**src/rtl/bptc_pkg.sv**
```systemverilog
`default_nettype none

package bptc_pkg;

  // field widths
  localparam int RAW_W   = 24;
  localparam int COEFF_W = 16;
  localparam int TEMP_W  = 20;
  localparam int PRESS_W = 32;

  // configuration port
  localparam int CFG_IDX_W  = 3;
  localparam int CFG_DATA_W = COEFF_W;

  // register indexes
  localparam logic [CFG_IDX_W-1:0] REG_SENS     = 3'd0;
  localparam logic [CFG_IDX_W-1:0] REG_OFF      = 3'd1;
  localparam logic [CFG_IDX_W-1:0] REG_TCS      = 3'd2;
  localparam logic [CFG_IDX_W-1:0] REG_TCO      = 3'd3;
  localparam logic [CFG_IDX_W-1:0] REG_TREF     = 3'd4;
  localparam logic [CFG_IDX_W-1:0] REG_TEMPSENS = 3'd5;

  // reference temperature, 20.00 degrees
  localparam logic signed [TEMP_W-1:0] TEMP_REF = 20'sd2000;

  typedef struct packed {
    logic [RAW_W-1:0] raw_temperature;
    logic [RAW_W-1:0] raw_pressure;
  } sample_t;

  typedef struct packed {
    logic signed [TEMP_W-1:0]  temperature_centi;
    logic signed [PRESS_W-1:0] pressure_pa;
    logic                      low_temp_corrected;
  } result_t;

  typedef struct packed {
    logic [COEFF_W-1:0] sens;
    logic [COEFF_W-1:0] off;
    logic [COEFF_W-1:0] tcs;
    logic [COEFF_W-1:0] tco;
    logic [COEFF_W-1:0] tref;
    logic [COEFF_W-1:0] tempsens;
  } coeff_t;

endpackage

`default_nettype wire

```
**src/rtl/bptc_coeff_regs.sv**
```systemverilog
`default_nettype none

module bptc_coeff_regs (
  input  logic                           clk,
  input  logic                           rst,
  input  logic                           cfg_write,
  input  logic [bptc_pkg::CFG_IDX_W-1:0] cfg_index,
  input  logic [bptc_pkg::CFG_DATA_W-1:0] cfg_data,
  output bptc_pkg::coeff_t               coeff
);
  import bptc_pkg::*;

  // calibration word file, writes beyond the last index are dropped
  always_ff @(posedge clk) begin
    if (rst) begin
      coeff <= '0;
    end else if (cfg_write) begin
      unique case (cfg_index)
        REG_SENS:     coeff.sens     <= cfg_data;
        REG_OFF:      coeff.off      <= cfg_data;
        REG_TCS:      coeff.tcs      <= cfg_data;
        REG_TCO:      coeff.tco      <= cfg_data;
        REG_TREF:     coeff.tref     <= cfg_data;
        REG_TEMPSENS: coeff.tempsens <= cfg_data;
        default: ;
      endcase
    end
  end

endmodule

`default_nettype wire

```
**config.mk**
```make
export PLATFORM = sky130hd
export DESIGN_NAME = bptc_coeff_regs
export DESIGN_NICKNAME = d
export VERILOG_FILES = /design/src/rtl/bptc_pkg.sv /design/src/rtl/bptc_coeff_regs.sv
export SDC_FILE = /design/constraint.sdc
export NUM_CORES = 1
export LEC_CHECK = 0
export ABC_AREA = 1
export ABC_CLOCK_PERIOD_IN_PS = 900
export BUFFER_PORTS_ARGS = -buffer_cell sky130_fd_sc_hd__buf_2
export CORE_MARGIN = 4
export CORE_UTILIZATION = 45
export CTS_CLUSTER_DIAMETER = 120
export DETAILED_ROUTE_END_ITERATION = 10
export PLACE_DENSITY = 0.85
export REMOVE_ABC_BUFFERS = 1
export SLEW_MARGIN = 10
export SYNTH_ARGS = -nofsm -noshare
export SYNTH_HDL_FRONTEND = slang
export SYNTH_SLANG_ARGS = --single-unit
```
**constraint.sdc**
```tcl
create_clock -name clk -period 0.9 [get_ports clk]
set_clock_uncertainty 0.1 [all_clocks]
set_input_delay 0.09 -clock clk [delete_from_list [all_inputs] [get_ports clk]]
set_output_delay 0.09 -clock clk [all_outputs]
set_load 0.01 [all_outputs]
```
After elaboration in Yosys (flattened, before gate mapping)
Index checks and enable logic that the tools add are counted.
- eq/ne operators: 5
- reductions and logical operators: 7
- operators with widths (operator ; count):
    $reduce_and A2 Y1 ; 6
    $eq A3 B2 Y1 const B ; 2
    $eq A3 B3 Y1 const B ; 2
    $eq A3 B1 Y1 const B ; 1
    $logic_not A3 Y1 ; 1
- flip-flop bits (word level): 96
- output and inout bits: 96

Longest topological paths before layout
Gate-level depths: netlist of run 1.
- word-level depth: 2
- gate-level depth with buffers: 6
- mapped depth without buffers: 5

Worst setup path before layout of run 1
No wires, ideal clock.
- path type: input to register
- from: input cfg_write
- to: register coeff[63] (netlist name)
- arrival time: 702 ps
- setup time: 113 ps
- slack: -14 ps
- stages on the path: 6
- buffers on the path: 1
- data required time: 687 ps
- cell sequence: inv_1 nor2_2 buf_2 nand3_1 nand2_1 nor2_1
- longest elaborated chain between the ends: 1
- ends and longest elaborated chain (element ; RTL line ; text):
    from (decl) ; bptc_coeff_regs.sv:6 ; input logic cfg_write,
    $reduce_and A2 Y1 (no source line) ; n/a ;
    to (decl) ; bptc_coeff_regs.sv:9 ; output bptc_pkg::coeff_t coeff
Every way passes these cells.
A chain may end at the register's enable or synchronous reset.

Final worst setup path of run 1
- from: register coeff[48] (netlist name)
- to: output coeff[48] (netlist name)
No word-level cell between the ends.

==> results of run 1 <==
stage by stage:
| step | hold WS (ns) | instance area (µm²) |
|---|---|---|
| floorplan | 0.272 | 3680 |
| detailed placement | 0.369 | 4830 |
| global route | 0.104 | 5800 |
| finish | 0.100 | 5800 |
| CTS | 0.0835 | 5760 |
| global placement | 0.359 | 4830 |
logic make-up (layout without fill, tap and decap cells):
| logic type | after synthesis | in the layout | synth area share [%] |
|---|---|---|---|
| flops | 96 | 96 | 49.8 |
| simple gates | 400 | 400 | 43.5 |
| buf+inv | 56 | 190 | 6.71 |
metal layers:
layer | wire length, µm | vias up | share of wire (%)
met5 | 0 | - | 0
met4 | 376 | 0 | 3.1
met3 | 811 | 33 | 6.7
met2 | 6110 | 175 | 50
met1 | 4880 | 1816 | 40
li1 | - | 1971 | -
synth_stat cells:
| master | n |
|---|---|
| sky130_fd_sc_hd__buf_1 | 4 |
| sky130_fd_sc_hd__buf_2 | 21 |
| sky130_fd_sc_hd__buf_4 | 6 |
| sky130_fd_sc_hd__clkbuf_1 | 2 |
| sky130_fd_sc_hd__clkinv_1 | 1 |
| sky130_fd_sc_hd__dfxtp_1 | 96 |
| sky130_fd_sc_hd__inv_1 | 20 |
| sky130_fd_sc_hd__inv_2 | 2 |
| sky130_fd_sc_hd__nand2_1 | 101 |
| sky130_fd_sc_hd__nand2_2 | 1 |
| sky130_fd_sc_hd__nand3_1 | 96 |
| sky130_fd_sc_hd__nor2_1 | 193 |
| sky130_fd_sc_hd__nor2_2 | 3 |
| sky130_fd_sc_hd__nor2_4 | 6 |
power by group through the flow:
stage / logic, µW / registers, µW / clock network (µW)
final: 1390 / 4540 / 2580
after global routing: 1510 / 4560 / 2840
after CTS: 1360 / 4540 / 2640
after detailed placement: 1190 / 4570 / 0
after global placement: 1160 / 4560 / 0
after floorplan: 554 / 4630 / 0
how the worst min path moves through the flow:
stage	from	end	slack (ns)	cells after the start
after floorplan	cfg_data[0]	coeff[80]	0.27	4
after global placement	coeff[54]	coeff[54]	0.36	2
after detailed placement	coeff[2]	coeff[2]	0.37	2
after CTS	rst	coeff[32]	0.08	5
after global routing	rst	coeff[87]	0.10	5
final	cfg_data[3]	coeff[67]	0.10	5
layout make-up:
| class | instances | area, µm² | area share (%) |
|---|---|---|---|
| repair buffers | 151 | 1680 | 28.9 |
| well taps | 105 | 131 | 2.26 |
| clock buffers | 10 | 138 | 2.37 |
| multi-input cells | 400 | 1680 | 29.0 |
| clock inverters | 6 | 42.5 | 0.733 |
| flip-flops and latches | 96 | 2040 | 35.2 |
| inverters | 23 | 86.3 | 1.49 |
timing repair:
| action | CTS | global route |
|---|---|---|
| resized for setup | 192 | 0 |
| setup buffers | 4 | 4 |
| pin swaps | 0 | 2 |
| endpoints found under the setup margin | 96 | 99 |
| hold endpoints to repair | 0 | 0 |
==> impl_results.html, run 1 <==
<table>
<tr><th>Metric</th><th>Value</th></tr>
<tr><th colspan="2">Outcome</th></tr>
<tr><td>Result of the run</td><td>finished, violations left</td></tr>
<tr><td>Failing checks</td><td>negative setup slack</td></tr>
<tr><th colspan="2">Final layout</th></tr>
<tr><td>Fill cell total of the finished layout</td><td>about 640</td></tr>
<tr><td>Number of antenna cells inserted</td><td>0</td></tr>
<tr><td>Net count reported at finish</td><td>between 700 and 800</td></tr>
<tr><td>Reg with most FFs</td><td>coeff</td></tr>
<tr><td>Non-filler cells in the finished layout</td><td>791</td></tr>
<tr><td>Flip-flop count of the largest register, all copies and words added</td><td>96</td></tr>
<tr><td>Final core utilization</td><td>around 70%</td></tr>
<tr><td>Highest-count cells in the layout ignoring fill and taps</td><td>sky130_fd_sc_hd__nor2_1 (192), sky130_fd_sc_hd__nand2_1 (101), sky130_fd_sc_hd__nand3_1 (96), sky130_fd_sc_hd__dfxtp_2 (96), sky130_fd_sc_hd__buf_6 (96)</td></tr>
<tr><td>Commonest non-fill, non-tap cell in the layout</td><td>sky130_fd_sc_hd__nor2_1</td></tr>
<tr><td>Ratio of cells with drive above 1 in the final layout</td><td>40.4%</td></tr>
<tr><td>Top flop regs</td><td>coeff: 96 flops</td></tr>
<tr><td>Area delta synth-&gt;final</td><td>50.4%</td></tr>
<tr><th colspan="2">Synthesis</th></tr>
<tr><td>Area share of the largest cell type after synthesis</td><td>49.8%</td></tr>
<tr><td>Yosys reg bits</td><td>96</td></tr>
<tr><td>Number of distinct standard cells referenced by the synthesized netlist</td><td>14</td></tr>
<tr><td>Most area-hungry cell type in the Yosys netlist</td><td>sky130_fd_sc_hd__dfxtp_1</td></tr>
<tr><td>Fraction of the yosys area taken by sequential cells</td><td>49.8%</td></tr>
<tr><td>Cell count after synthesis</td><td>552</td></tr>
<tr><td>Per-instance average area after synthesis</td><td>6.99 µm²</td></tr>
<tr><td>Synthesis warning total</td><td>0</td></tr>
<tr><td>Post-synthesis cell area</td><td>3860 µm²</td></tr>
<tr><td>Largest cells by area after synthesis</td><td>sky130_fd_sc_hd__dfxtp_1 (50%), sky130_fd_sc_hd__nor2_1 (19%), sky130_fd_sc_hd__nand3_1 (12%)</td></tr>
<tr><th colspan="2">Power</th></tr>
<tr><td>Power density over cell area</td><td>1470 nW/µm²</td></tr>
<tr><td>Cell internal pwr</td><td>about 6000 µW</td></tr>
<tr><td>Seq pwr share</td><td>53.3%</td></tr>
<tr><td>Leakage power</td><td>between 0.002 and 0.003 µW</td></tr>
<tr><td>Net switching power</td><td>2350 µW</td></tr>
<tr><td>Combinational share of power</td><td>between 10% and 20%</td></tr>
<tr><td>Sw Ratio</td><td>between 20% and 30%</td></tr>
<tr><td>Fraction of power consumed by the clock network</td><td>30.4%</td></tr>
<tr><td>Total power after layout</td><td>8510 µW</td></tr>
<tr><td>Worst supply voltage drop on vdd</td><td>0.00101 V</td></tr>
<tr><th colspan="2">Setup path</th></tr>
<tr><td>Crit-path cells</td><td>buf_6</td></tr>
<tr><td>Levels on crit path</td><td>1</td></tr>
<tr><td>Data arrival time of the critical path</td><td>between 0.8 and 0.9 ns</td></tr>
<tr><td>R2R depth</td><td>3</td></tr>
<tr><td>CP Launch Type</td><td>flip-flop</td></tr>
<tr><td>Dominant delay contributor by cell family on the critical path</td><td>flip-flops</td></tr>
<tr><td>FF-to-FF Start</td><td>coeff[44]</td></tr>
<tr><td>Launch point of the worst path</td><td>coeff[48]</td></tr>
<tr><td>Timing endpoint of the critical path</td><td>coeff[48]</td></tr>
<tr><td>Critical Path End Type</td><td>output pin</td></tr>
<tr><td>WP data required</td><td>0.71 ns</td></tr>
<tr><td>Start-to-end type of the worst setup path</td><td>flip-flop to output pin</td></tr>
<tr><td>Maximum fanout count along the critical path</td><td>2</td></tr>
<tr><td>Worst reg2reg path endpoint</td><td>coeff[44]</td></tr>
<tr><td>Cell at the slowest stage of the critical path</td><td>sky130_fd_sc_hd__dfxtp_2</td></tr>
<tr><td>Buf+Inv Stages, Crit Path</td><td>1</td></tr>
<tr><td>FF-to-FF setup slack</td><td>0.07 ns</td></tr>
<tr><td>Delay contributed by the slowest stage of the critical path</td><td>0.37 ns</td></tr>
<tr><th colspan="2">Drt</th></tr>
<tr><td>Routed WL</td><td>12,200 µm</td></tr>
<tr><td>DRT antenna net count</td><td>0</td></tr>
<tr><td>Routed WL per cell</td><td>15.4 µm</td></tr>
<tr><td>Initial DRC Count</td><td>256</td></tr>
<tr><td>Overall via count from detail_route</td><td>between 3,000 and 4,000</td></tr>
<tr><td>Vias per Instance</td><td>around 5</td></tr>
<tr><td>Post-route DRC violation count</td><td>0</td></tr>
<tr><td>Iteration count of the initial detailed-routing pass</td><td>5</td></tr>
<tr><th colspan="2">Global routing</th></tr>
<tr><td>Global-route wire length before repair</td><td>19,500 µm</td></tr>
<tr><td>GR met3 Demand/Resource</td><td>a little under 4%</td></tr>
<tr><td>Maximum number of pins on one net before global-route repair</td><td>51</td></tr>
<tr><td>Combined global-route utilization of all metal layers</td><td>24.6%</td></tr>
<tr><td>Vias in the first global route</td><td>3,966</td></tr>
<tr><td>Total congestion overflow</td><td>0</td></tr>
<tr><td>Initial antenna violation count</td><td>0</td></tr>
<tr><td>Met2 Resource Use GR</td><td>a little over two fifths</td></tr>
<tr><td>Global routing's busiest layer</td><td>met2</td></tr>
<tr><td>Global routing usage on met1</td><td>29.9%</td></tr>
<tr><th colspan="2">Floorplanning</th></tr>
<tr><td>Boundary pin count</td><td>118</td></tr>
<tr><td>Num rows</td><td>33</td></tr>
<tr><td>Width of the die</td><td>101 µm</td></tr>
<tr><td>Placeable core area</td><td>8260 µm²</td></tr>
<tr><td>Initial cell density of the core</td><td>46.7%</td></tr>
<tr><td>Die area</td><td>~10,000 µm²</td></tr>
<tr><td>Die boundary height</td><td>101 µm</td></tr>
<tr><th colspan="2">Placed design</th></tr>
<tr><td>Post-Place Setup Slack</td><td>-0.261 ns</td></tr>
<tr><td>GPL Wtd Cong</td><td>0.830</td></tr>
<tr><td>Number of instances in the placed design</td><td>767</td></tr>
<tr><td>Estimated wirelength of the detail-placed design</td><td>around 7900 µm</td></tr>
<tr><td>PortBufs</td><td>117</td></tr>
<tr><th colspan="2">Clock network</th></tr>
<tr><td>Hold-fix buffers at CTS</td><td>0</td></tr>
<tr><td>Clk Tree Root Cell</td><td>sky130_fd_sc_hd__clkbuf_8</td></tr>
<tr><td>Htree depth</td><td>3</td></tr>
<tr><td>Clock tree from TritonCTS</td><td>done</td></tr>
<tr><td>Clk Latency, worst-skew pair</td><td>~0.35 ns</td></tr>
<tr><td>Number of buffers created by CTS</td><td>9</td></tr>
<tr><td>Worst-case clock buffer depth</td><td>2</td></tr>
<tr><td>Clock transition at the registers of the reported paths</td><td>0.09 ns</td></tr>
<tr><td>Number of sinks driven by the clock tree</td><td>96</td></tr>
<tr><th colspan="2">Timing</th></tr>
<tr><td>Worst slew margin</td><td>75.5%</td></tr>
<tr><td>Minimum clock period after layout</td><td>1.02 ns</td></tr>
<tr><td>Setup WS post-layout</td><td>-0.118 ns</td></tr>
<tr><td>Transition time of the tightest slew-check pin</td><td>~0.37 ns</td></tr>
<tr><td>Maximum clock frequency</td><td>~0.98 GHz</td></tr>
<tr><td>Total Negative Setup Slacks</td><td>-8.82 ns</td></tr>
<tr><td>Number of max-slew violations in the final report</td><td>0</td></tr>
<tr><td>Count of final setup violators</td><td>96</td></tr>
<tr><td>Final-report hold violation count</td><td>0</td></tr>
<tr><td>Period utilisation layout</td><td>113%</td></tr>
<tr><td>Unrepaired setup endpoints after global routing</td><td>yes</td></tr>
<tr><th colspan="2">Flow run</th></tr>
<tr><td>Reported max-cap violation count</td><td>0</td></tr>
<tr><th colspan="2">Min path</th></tr>
<tr><td>Hold crit path type</td><td>input port to flip-flop</td></tr>
</table>
No activity file was read; power rests on OpenSTA's default activity.
==> run 2, diff against run 1 <==
SKIP_LAST_GASP = 1   (was default)
TNS_END_PERCENT = 1   (was default)
==> run 2 against run 1 <==
The run still ends with negative setup slack left. Via count is 0.93% lower. Sequential cell count unchanged. Routed wire length decreased by 5.1%. Sequential share of layout area increased by 3.2 points. Largest power group unchanged.
==> impl_results.html, run 2 (synthesis results as in run 1) <==
<table>
<tr><th>Metric</th><th>Value</th></tr>
<tr><th colspan="2">Final layout</th></tr>
<tr><td>Net count reported at finish</td><td>696</td></tr>
<tr><td>Number of antenna cells inserted</td><td>0</td></tr>
<tr><td>Reg with most FFs</td><td>coeff</td></tr>
<tr><td>Area delta synth-&gt;final</td><td>37.2%</td></tr>
<tr><td>Fill cell total of the finished layout</td><td>735</td></tr>
<tr><td>Ratio of cells with drive above 1 in the final layout</td><td>between 30% and 40%</td></tr>
<tr><td>Commonest non-fill, non-tap cell in the layout</td><td>sky130_fd_sc_hd__nor2_1</td></tr>
<tr><td>Non-filler cells in the finished layout</td><td>784</td></tr>
<tr><td>Flip-flop count of the largest register, all copies and words added</td><td>96</td></tr>
<tr><td>Highest-count cells in the layout ignoring fill and taps</td><td>sky130_fd_sc_hd__nor2_1 (192), sky130_fd_sc_hd__nand2_1 (101), sky130_fd_sc_hd__nand3_1 (96), sky130_fd_sc_hd__buf_2 (91), sky130_fd_sc_hd__dfxtp_2 (89)</td></tr>
<tr><td>Top flop regs</td><td>coeff: 96 flops</td></tr>
<tr><th colspan="2">Setup path</th></tr>
<tr><td>Maximum fanout count along the critical path</td><td>2</td></tr>
<tr><td>Critical Path End Type</td><td>output pin</td></tr>
<tr><td>Dominant delay contributor by cell family on the critical path</td><td>flip-flops</td></tr>
<tr><td>Data arrival time of the critical path</td><td>0.83 ns</td></tr>
<tr><td>Buf+Inv Stages, Crit Path</td><td>1</td></tr>
<tr><td>WP data required</td><td>slightly above 0.7 ns</td></tr>
<tr><td>CP Launch Type</td><td>flip-flop</td></tr>
<tr><td>Cell at the slowest stage of the critical path</td><td>sky130_fd_sc_hd__dfxtp_2</td></tr>
<tr><td>Start-to-end type of the worst setup path</td><td>flip-flop to output pin</td></tr>
<tr><td>Crit-path cells</td><td>buf_2</td></tr>
<tr><td>Delay contributed by the slowest stage of the critical path</td><td>approximately 0.35 ns</td></tr>
<tr><th colspan="2">Power</th></tr>
<tr><td>Leakage power</td><td>0.00254 µW</td></tr>
<tr><td>Power density over cell area</td><td>1570 nW/µm²</td></tr>
<tr><td>Worst supply voltage drop on vdd</td><td>~0.001 V</td></tr>
<tr><th colspan="2">Timing</th></tr>
<tr><td>Number of max-slew violations in the final report</td><td>0</td></tr>
<tr><td>Final-report hold violation count</td><td>0</td></tr>
<tr><td>Setup WS post-layout</td><td>-0.116 ns</td></tr>
<tr><td>Total Negative Setup Slacks</td><td>-9.37 ns</td></tr>
<tr><td>Minimum clock period after layout</td><td>between 1 and 1.5 ns</td></tr>
<tr><td>Unrepaired setup endpoints after global routing</td><td>yes</td></tr>
<tr><td>Transition time of the tightest slew-check pin</td><td>0.399 ns</td></tr>
<tr><td>Worst slew margin</td><td>73.4%</td></tr>
<tr><td>Maximum clock frequency</td><td>approximately 0.98 GHz</td></tr>
<tr><td>Count of final setup violators</td><td>96</td></tr>
<tr><td>Period utilisation layout</td><td>113%</td></tr>
<tr><th colspan="2">Outcome</th></tr>
<tr><td>Failing checks</td><td>negative setup slack</td></tr>
<tr><td>Result of the run</td><td>finished, violations left</td></tr>
<tr><th colspan="2">Drt</th></tr>
<tr><td>Routed WL</td><td>11,500 µm</td></tr>
<tr><td>Vias per Instance</td><td>around 5.0</td></tr>
<tr><td>DRT met1 WL</td><td>4760 µm</td></tr>
<tr><td>DRT antenna net count</td><td>0</td></tr>
<tr><td>Total length of routed met2 wires</td><td>about 5700 µm</td></tr>
<tr><td>Iteration count of the initial detailed-routing pass</td><td>5</td></tr>
<tr><td>Initial DRC Count</td><td>just under 200</td></tr>
<tr><td>Met3 wire length</td><td>747 µm</td></tr>
<tr><td>Post-route DRC violation count</td><td>0</td></tr>
<tr><td>Uppermost routed layer</td><td>met4</td></tr>
<tr><td>Routed WL per cell</td><td>14.7 µm</td></tr>
<tr><td>Overall via count from detail_route</td><td>~4,000</td></tr>
<tr><th colspan="2">Clock network</th></tr>
<tr><td>Clock transition at the registers of the reported paths</td><td>around 0.090 ns</td></tr>
<tr><td>Number of sinks driven by the clock tree</td><td>96</td></tr>
<tr><td>Htree depth</td><td>3</td></tr>
<tr><td>Number of buffers created by CTS</td><td>9</td></tr>
<tr><td>Hold-fix buffers at CTS</td><td>0</td></tr>
<tr><td>Clk Latency, worst-skew pair</td><td>~0.35 ns</td></tr>
<tr><td>Clk Tree Root Cell</td><td>sky130_fd_sc_hd__clkbuf_8</td></tr>
<tr><td>Clock tree from TritonCTS</td><td>done</td></tr>
<tr><td>Worst-case clock buffer depth</td><td>2</td></tr>
<tr><th colspan="2">Placed design</th></tr>
<tr><td>Number of instances in the placed design</td><td>767</td></tr>
<tr><td>GPL Wtd Cong</td><td>0.830</td></tr>
<tr><td>Estimated wirelength of the detail-placed design</td><td>7890 µm</td></tr>
<tr><td>PortBufs</td><td>117</td></tr>
<tr><th colspan="2">Floorplanning</th></tr>
<tr><td>Die area</td><td>10,100 µm²</td></tr>
<tr><td>Placeable core area</td><td>8260 µm²</td></tr>
<tr><td>Width of the die</td><td>101 µm</td></tr>
<tr><td>Initial cell density of the core</td><td>46.7%</td></tr>
<tr><td>Num rows</td><td>33</td></tr>
<tr><td>Die boundary height</td><td>101 µm</td></tr>
<tr><td>Boundary pin count</td><td>118</td></tr>
<tr><th colspan="2">Global routing</th></tr>
<tr><td>Initial antenna violation count</td><td>0</td></tr>
<tr><td>Combined global-route utilization of all metal layers</td><td>23.3%</td></tr>
<tr><td>Vias in the first global route</td><td>3,775</td></tr>
<tr><td>Total congestion overflow</td><td>0</td></tr>
<tr><td>Global-route wire length before repair</td><td>18,500 µm</td></tr>
<tr><td>Maximum number of pins on one net before global-route repair</td><td>roughly 50</td></tr>
<tr><th colspan="2">Min path</th></tr>
<tr><td>Hold crit path type</td><td>input port to flip-flop</td></tr>
<tr><th colspan="2">Flow run</th></tr>
<tr><td>Reported max-cap violation count</td><td>0</td></tr>
</table>
[run 2: tightest hold or removal path, delay by kind of cell]
family | cells | cell delay, ns
buffers and inverters | 2 | 0.20
AND/OR/NAND/NOR | 3 | 0.22
[run 2: worst paths after layout]
| check | start | endpoint | slack (ns) | depth (start not counted) |
|---|---|---|---|---|
| setup / recovery | coeff[63] | coeff[63] | -0.12 | 1 |
| hold / removal | cfg_data[3] | coeff[67] | 0.09 | 5 |
| setup reg to reg | coeff[60] | coeff[60] | 0.11 | 3 |
| hold reg to reg | coeff[2] | coeff[2] | 0.38 | 2 |
[run 2: stage by stage]
step / utilization (%) / area [µm²] / setup WS, ns / hold WS (ns) / power, µW
after floorplan: - / 3680 / -1.07 / 0.272 / 5190
after global placement: 58.5 / 4830 / -0.180 / 0.359 / 5720
after detailed placement: 58.5 / 4830 / -0.261 / 0.369 / 5760
after CTS: 63.5 / 5240 / -0.123 / 0.0835 / 8370
after global routing: 64.1 / 5290 / -0.162 / 0.0994 / 8710
final: 64.1 / 5290 / -0.116 / 0.0896 / 8320
[run 2: power by group]
part | switching [µW] | internal (µW) | total, µW
combinational | 719 | 522 | 1240
clock | 1480 | 1090 | 2570
sequential | 90.0 | 4420 | 4510
total | 2290 | 6030 | 8320
[run 2: metal layers]
| metal | GRT usage [%] | vias up |
|---|---|---|
| met5 | 0 | - |
| met2 | 39.3 | 157 |
| li1 | - | 1953 |
| met1 | 29.0 | 1816 |
| met3 | 3.74 | 32 |
| met4 | 10.9 | 0 |
[run 2: layout make-up]
type	count	area (µm²)	area share, %
flip-flops and latches	96	2030	38.4
multi-input cells	400	1680	31.8
repair buffers	144	1180	22.2
clock buffers	10	138	2.60
well taps	105	131	2.48
inverters	23	86.3	1.63
clock inverters	6	42.5	0.804
[run 2: repair_timing]
| action | in CTS | in global routing |
|---|---|---|
| resized for setup | 100 | 15 |
| setup buffers | 0 | 1 |
| setup endpoints to repair | 96 | 97 |
==> run 3, diff against run 2 <==
ABC_AREA = default   (was 1)
==> run 3 against run 2 <==
The flow still finishes with violations (negative setup slack). Sequential cell count is the same. Sequential power down 2%. Sequential share of layout area decreased by 0.70 points. Register-to-register slack lost 0.16 ns. Worst hold slack got worse by 0.069 ns. Critical path depth stayed put. Clock power grew 24%. Setup slack better by 0.0016 ns. Die area shrank 1.8%. Critical path type unchanged. Largest cell class unchanged.
==> impl_results.html, run 3 <==
<table>
<tr><th>Metric</th><th>Value</th></tr>
<tr><th colspan="2">Outcome</th></tr>
<tr><td>Result of the run</td><td>finished, violations left</td></tr>
<tr><td>Failing checks</td><td>negative setup slack</td></tr>
<tr><th colspan="2">Setup path</th></tr>
<tr><td>CP Launch Type</td><td>flip-flop</td></tr>
<tr><td>WP data required</td><td>0.71 ns</td></tr>
<tr><td>Crit-path cells</td><td>buf_2</td></tr>
<tr><td>Critical Path End Type</td><td>output pin</td></tr>
<tr><td>Worst reg2reg path endpoint</td><td>coeff[64]</td></tr>
<tr><td>FF-to-FF setup slack</td><td>-0.05 ns</td></tr>
<tr><td>R2R depth</td><td>4</td></tr>
<tr><td>Maximum fanout count along the critical path</td><td>2</td></tr>
<tr><td>Launch point of the worst path</td><td>coeff[53]</td></tr>
<tr><td>Buf+Inv Stages, Crit Path</td><td>1</td></tr>
<tr><td>Cell at the slowest stage of the critical path</td><td>sky130_fd_sc_hd__dfxtp_2</td></tr>
<tr><td>FF-to-FF Start</td><td>coeff[64]</td></tr>
<tr><td>Dominant delay contributor by cell family on the critical path</td><td>flip-flops</td></tr>
<tr><td>Data arrival time of the critical path</td><td>0.82 ns</td></tr>
<tr><td>Start-to-end type of the worst setup path</td><td>flip-flop to output pin</td></tr>
<tr><td>Delay contributed by the slowest stage of the critical path</td><td>0.34 ns</td></tr>
<tr><th colspan="2">Final layout</th></tr>
<tr><td>Area of all placed cells without fillers</td><td>5400 µm²</td></tr>
<tr><td>Commonest non-fill, non-tap cell in the layout</td><td>sky130_fd_sc_hd__nand2b_1</td></tr>
<tr><td>Net count reported at finish</td><td>around 500</td></tr>
<tr><td>Top flop regs</td><td>coeff: 96 flops</td></tr>
<tr><td>Number of antenna cells inserted</td><td>0</td></tr>
<tr><td>Ratio of cells with drive above 1 in the final layout</td><td>54.8%</td></tr>
<tr><td>Highest-count cells in the layout ignoring fill and taps</td><td>sky130_fd_sc_hd__nand2b_1 (112), sky130_fd_sc_hd__mux2i_1 (96), sky130_fd_sc_hd__dfxtp_2 (93), sky130_fd_sc_hd__buf_2 (61), sky130_fd_sc_hd__buf_6 (56)</td></tr>
<tr><td>Fill cell total of the finished layout</td><td>626</td></tr>
<tr><td>Area delta synth-&gt;final</td><td>42.8%</td></tr>
<tr><td>Reg with most FFs</td><td>coeff</td></tr>
<tr><td>Flip-flop count of the largest register, all copies and words added</td><td>96</td></tr>
<tr><th colspan="2">Synthesis</th></tr>
<tr><td>Dominant register cell in the synthesized netlist</td><td>sky130_fd_sc_hd__dfxtp_1</td></tr>
<tr><td>Area share of the largest cell type after synthesis</td><td>50.8%</td></tr>
<tr><td>Share of synthesized registers carrying an async set or reset</td><td>0%</td></tr>
<tr><td>Fraction of the yosys area taken by sequential cells</td><td>roughly half</td></tr>
<tr><td>Largest cells by area after synthesis</td><td>sky130_fd_sc_hd__dfxtp_1 (51%), sky130_fd_sc_hd__mux2i_1 (25%), sky130_fd_sc_hd__nand2b_1 (19%)</td></tr>
<tr><td>Most instantiated cells after synthesis</td><td>sky130_fd_sc_hd__nand2b_1 (112), sky130_fd_sc_hd__dfxtp_1 (96), sky130_fd_sc_hd__mux2i_1 (96)</td></tr>
<tr><td>Synthesis warning total</td><td>0</td></tr>
<tr><td>Per-instance average area after synthesis</td><td>11.3 µm²</td></tr>
<tr><td>Number of enable-type register cells in the synthesized netlist</td><td>0</td></tr>
<tr><td>Most area-hungry cell type in the Yosys netlist</td><td>sky130_fd_sc_hd__dfxtp_1</td></tr>
<tr><td>Yosys reg bits</td><td>96</td></tr>
<tr><td>Number of distinct standard cells referenced by the synthesized netlist</td><td>11</td></tr>
<tr><td>Cell count after synthesis</td><td>336</td></tr>
<tr><td>Post-synthesis cell area</td><td>3780 µm²</td></tr>
<tr><td>Cell with the most instances after synthesis</td><td>sky130_fd_sc_hd__nand2b_1</td></tr>
<tr><th colspan="2">Floorplanning</th></tr>
<tr><td>Num rows</td><td>33</td></tr>
<tr><td>Boundary pin count</td><td>118</td></tr>
<tr><td>Initial cell density of the core</td><td>46.0%</td></tr>
<tr><td>Die area</td><td>9940 µm²</td></tr>
<tr><td>Width of the die</td><td>99.7 µm</td></tr>
<tr><td>Placeable core area</td><td>8220 µm²</td></tr>
<tr><td>Die boundary height</td><td>99.7 µm</td></tr>
<tr><th colspan="2">Clock network</th></tr>
<tr><td>Number of buffers created by CTS</td><td>9</td></tr>
<tr><td>Clock transition at the registers of the reported paths</td><td>0.10 ns</td></tr>
<tr><td>Worst-case clock buffer depth</td><td>2</td></tr>
<tr><td>Clk Tree Root Cell</td><td>sky130_fd_sc_hd__clkbuf_8</td></tr>
<tr><td>Clock tree from TritonCTS</td><td>done</td></tr>
<tr><td>Hold-fix buffers at CTS</td><td>0</td></tr>
<tr><td>Htree depth</td><td>3</td></tr>
<tr><td>Number of sinks driven by the clock tree</td><td>96</td></tr>
<tr><td>Clk Latency, worst-skew pair</td><td>0.34 ns</td></tr>
<tr><th colspan="2">Placed design</th></tr>
<tr><td>Post-Place Setup Slack</td><td>-0.447 ns</td></tr>
<tr><td>Estimated wirelength of the detail-placed design</td><td>6200 µm</td></tr>
<tr><td>GPL Wtd Cong</td><td>between 0.7 and 0.8</td></tr>
<tr><td>Post-DP Area</td><td>4610 µm²</td></tr>
<tr><td>PortBufs</td><td>117</td></tr>
<tr><th colspan="2">Timing</th></tr>
<tr><td>Number of max-slew violations in the final report</td><td>0</td></tr>
<tr><td>Unrepaired setup endpoints after global routing</td><td>yes</td></tr>
<tr><td>Worst slew margin</td><td>77.8%</td></tr>
<tr><td>Minimum clock period after layout</td><td>1.01 ns</td></tr>
<tr><td>Post-route worst hold slack</td><td>between 0.02 and 0.025 ns</td></tr>
<tr><td>Period utilisation layout</td><td>113%</td></tr>
<tr><td>Count of final setup violators</td><td>between 100 and 150</td></tr>
<tr><td>Total Negative Setup Slacks</td><td>-9.54 ns</td></tr>
<tr><td>Final-report hold violation count</td><td>0</td></tr>
<tr><td>Maximum clock frequency</td><td>~1 GHz</td></tr>
<tr><td>Setup WS post-layout</td><td>-0.114 ns</td></tr>
<tr><td>Transition time of the tightest slew-check pin</td><td>0.332 ns</td></tr>
<tr><th colspan="2">Drt</th></tr>
<tr><td>Vias per Instance</td><td>4.82</td></tr>
<tr><td>Initial DRC Count</td><td>69</td></tr>
<tr><td>Routed WL</td><td>roughly 9500 µm</td></tr>
<tr><td>Overall via count from detail_route</td><td>2,831</td></tr>
<tr><td>Iteration count of the initial detailed-routing pass</td><td>4</td></tr>
<tr><td>DRT antenna net count</td><td>0</td></tr>
<tr><td>Routed WL per cell</td><td>between 15 and 20 µm</td></tr>
<tr><td>Post-route DRC violation count</td><td>0</td></tr>
<tr><th colspan="2">Global routing</th></tr>
<tr><td>Initial antenna violation count</td><td>0</td></tr>
<tr><td>Maximum number of pins on one net before global-route repair</td><td>approximately 50</td></tr>
<tr><td>Combined global-route utilization of all metal layers</td><td>19.6%</td></tr>
<tr><td>Total congestion overflow</td><td>0</td></tr>
<tr><td>Vias in the first global route</td><td>roughly 3,000</td></tr>
<tr><td>Global-route wire length before repair</td><td>15,300 µm</td></tr>
<tr><th colspan="2">Min path</th></tr>
<tr><td>Worst hold path endpoint</td><td>coeff[39]</td></tr>
<tr><td>Worst hold start</td><td>cfg_data[7]</td></tr>
<tr><td>Hold crit path type</td><td>input port to flip-flop</td></tr>
<tr><td>Hold path depth</td><td>3</td></tr>
<tr><th colspan="2">Power</th></tr>
<tr><td>Worst supply voltage drop on vdd</td><td>0.00104 V</td></tr>
<tr><td>Total power after layout</td><td>8360 µW</td></tr>
<tr><td>Power density over cell area</td><td>1550 nW/µm²</td></tr>
<tr><td>Leakage power</td><td>0.00276 µW</td></tr>
<tr><th colspan="2">Flow run</th></tr>
<tr><td>Reported max-cap violation count</td><td>0</td></tr>
</table>
## run 3: power by group
group	internal, µW	leakage [µW]	switching (µW)	total [µW]
clock	1730	0.000113	1460	3180
sequential	4350	0.000822	62.9	4420
combinational	410	0.00182	348	757
## run 3: kinds of logic (layout without fill, tap and decap cells)
family        Yosys count  after routing  share of synthesized area [%]
simple gates          120            120                           20.9
mux                    96             96                           25.4
flops                  96             96                           50.8
buf+inv                24            170                           2.91
## run 3: final cells by class
class | instances | area [µm²] | area share [%]
Sequential cell | 96 | 2040 | 37.7
Multi-Input combinational cell | 216 | 1750 | 32.4
Timing Repair Buffer | 154 | 1250 | 23.2
Clock buffer | 12 | 155 | 2.87
Tap cell | 105 | 131 | 2.43
Clock inverter | 4 | 76.3 | 1.41
## run 3: layer usage
metal / up-vias / global-route usage (%) / part of all wire, %
met2: 76 / 32.3 / 50
met4: 0 / 5.46 / 0.61
met3: 7 / 5.61 / 4.7
li1: 1399 / - / -
met1: 1349 / 25.2 / 45
met5: - / 0 / 0
## run 3: worst max path at each step
| stage | cells past startpoint | slack, ns | end |
|---|---|---|---|
| after floorplan | 2 | -0.48 | coeff[16] |
| after global placement | 4 | -0.44 | coeff[83] |
| after detailed placement | 4 | -0.45 | coeff[90] |
| after CTS | 1 | -0.12 | coeff[35] |
| after global routing | 1 | -0.15 | coeff[53] |
| final | 1 | -0.11 | coeff[53] |
## run 3: timing repair
item | 4_1_cts | 5_1_grt
resized for setup | 142 | 7
buffers inserted | 8 | 5
hold endpoints to repair | 0 | 0
endpoints found under the setup margin | 108 | 111
## run 3: metrics by stage
step | util, % | cells
after floorplan | - | 312
after global placement | 56.1 | 558
after global routing | 65.8 | 587
final | 65.8 | 587
after detailed placement | 56.1 | 558
after CTS | 64.9 | 582
## run 3: worst register-to-register path, stage by stage, from the launching register on
cell and delay, ns:
sky130_fd_sc_hd__dfxtp_2 0.34, sky130_fd_sc_hd__buf_4 0.13, sky130_fd_sc_hd__buf_4 0.12, sky130_fd_sc_hd__nand2b_1 0.06, sky130_fd_sc_hd__mux2i_1 0.07
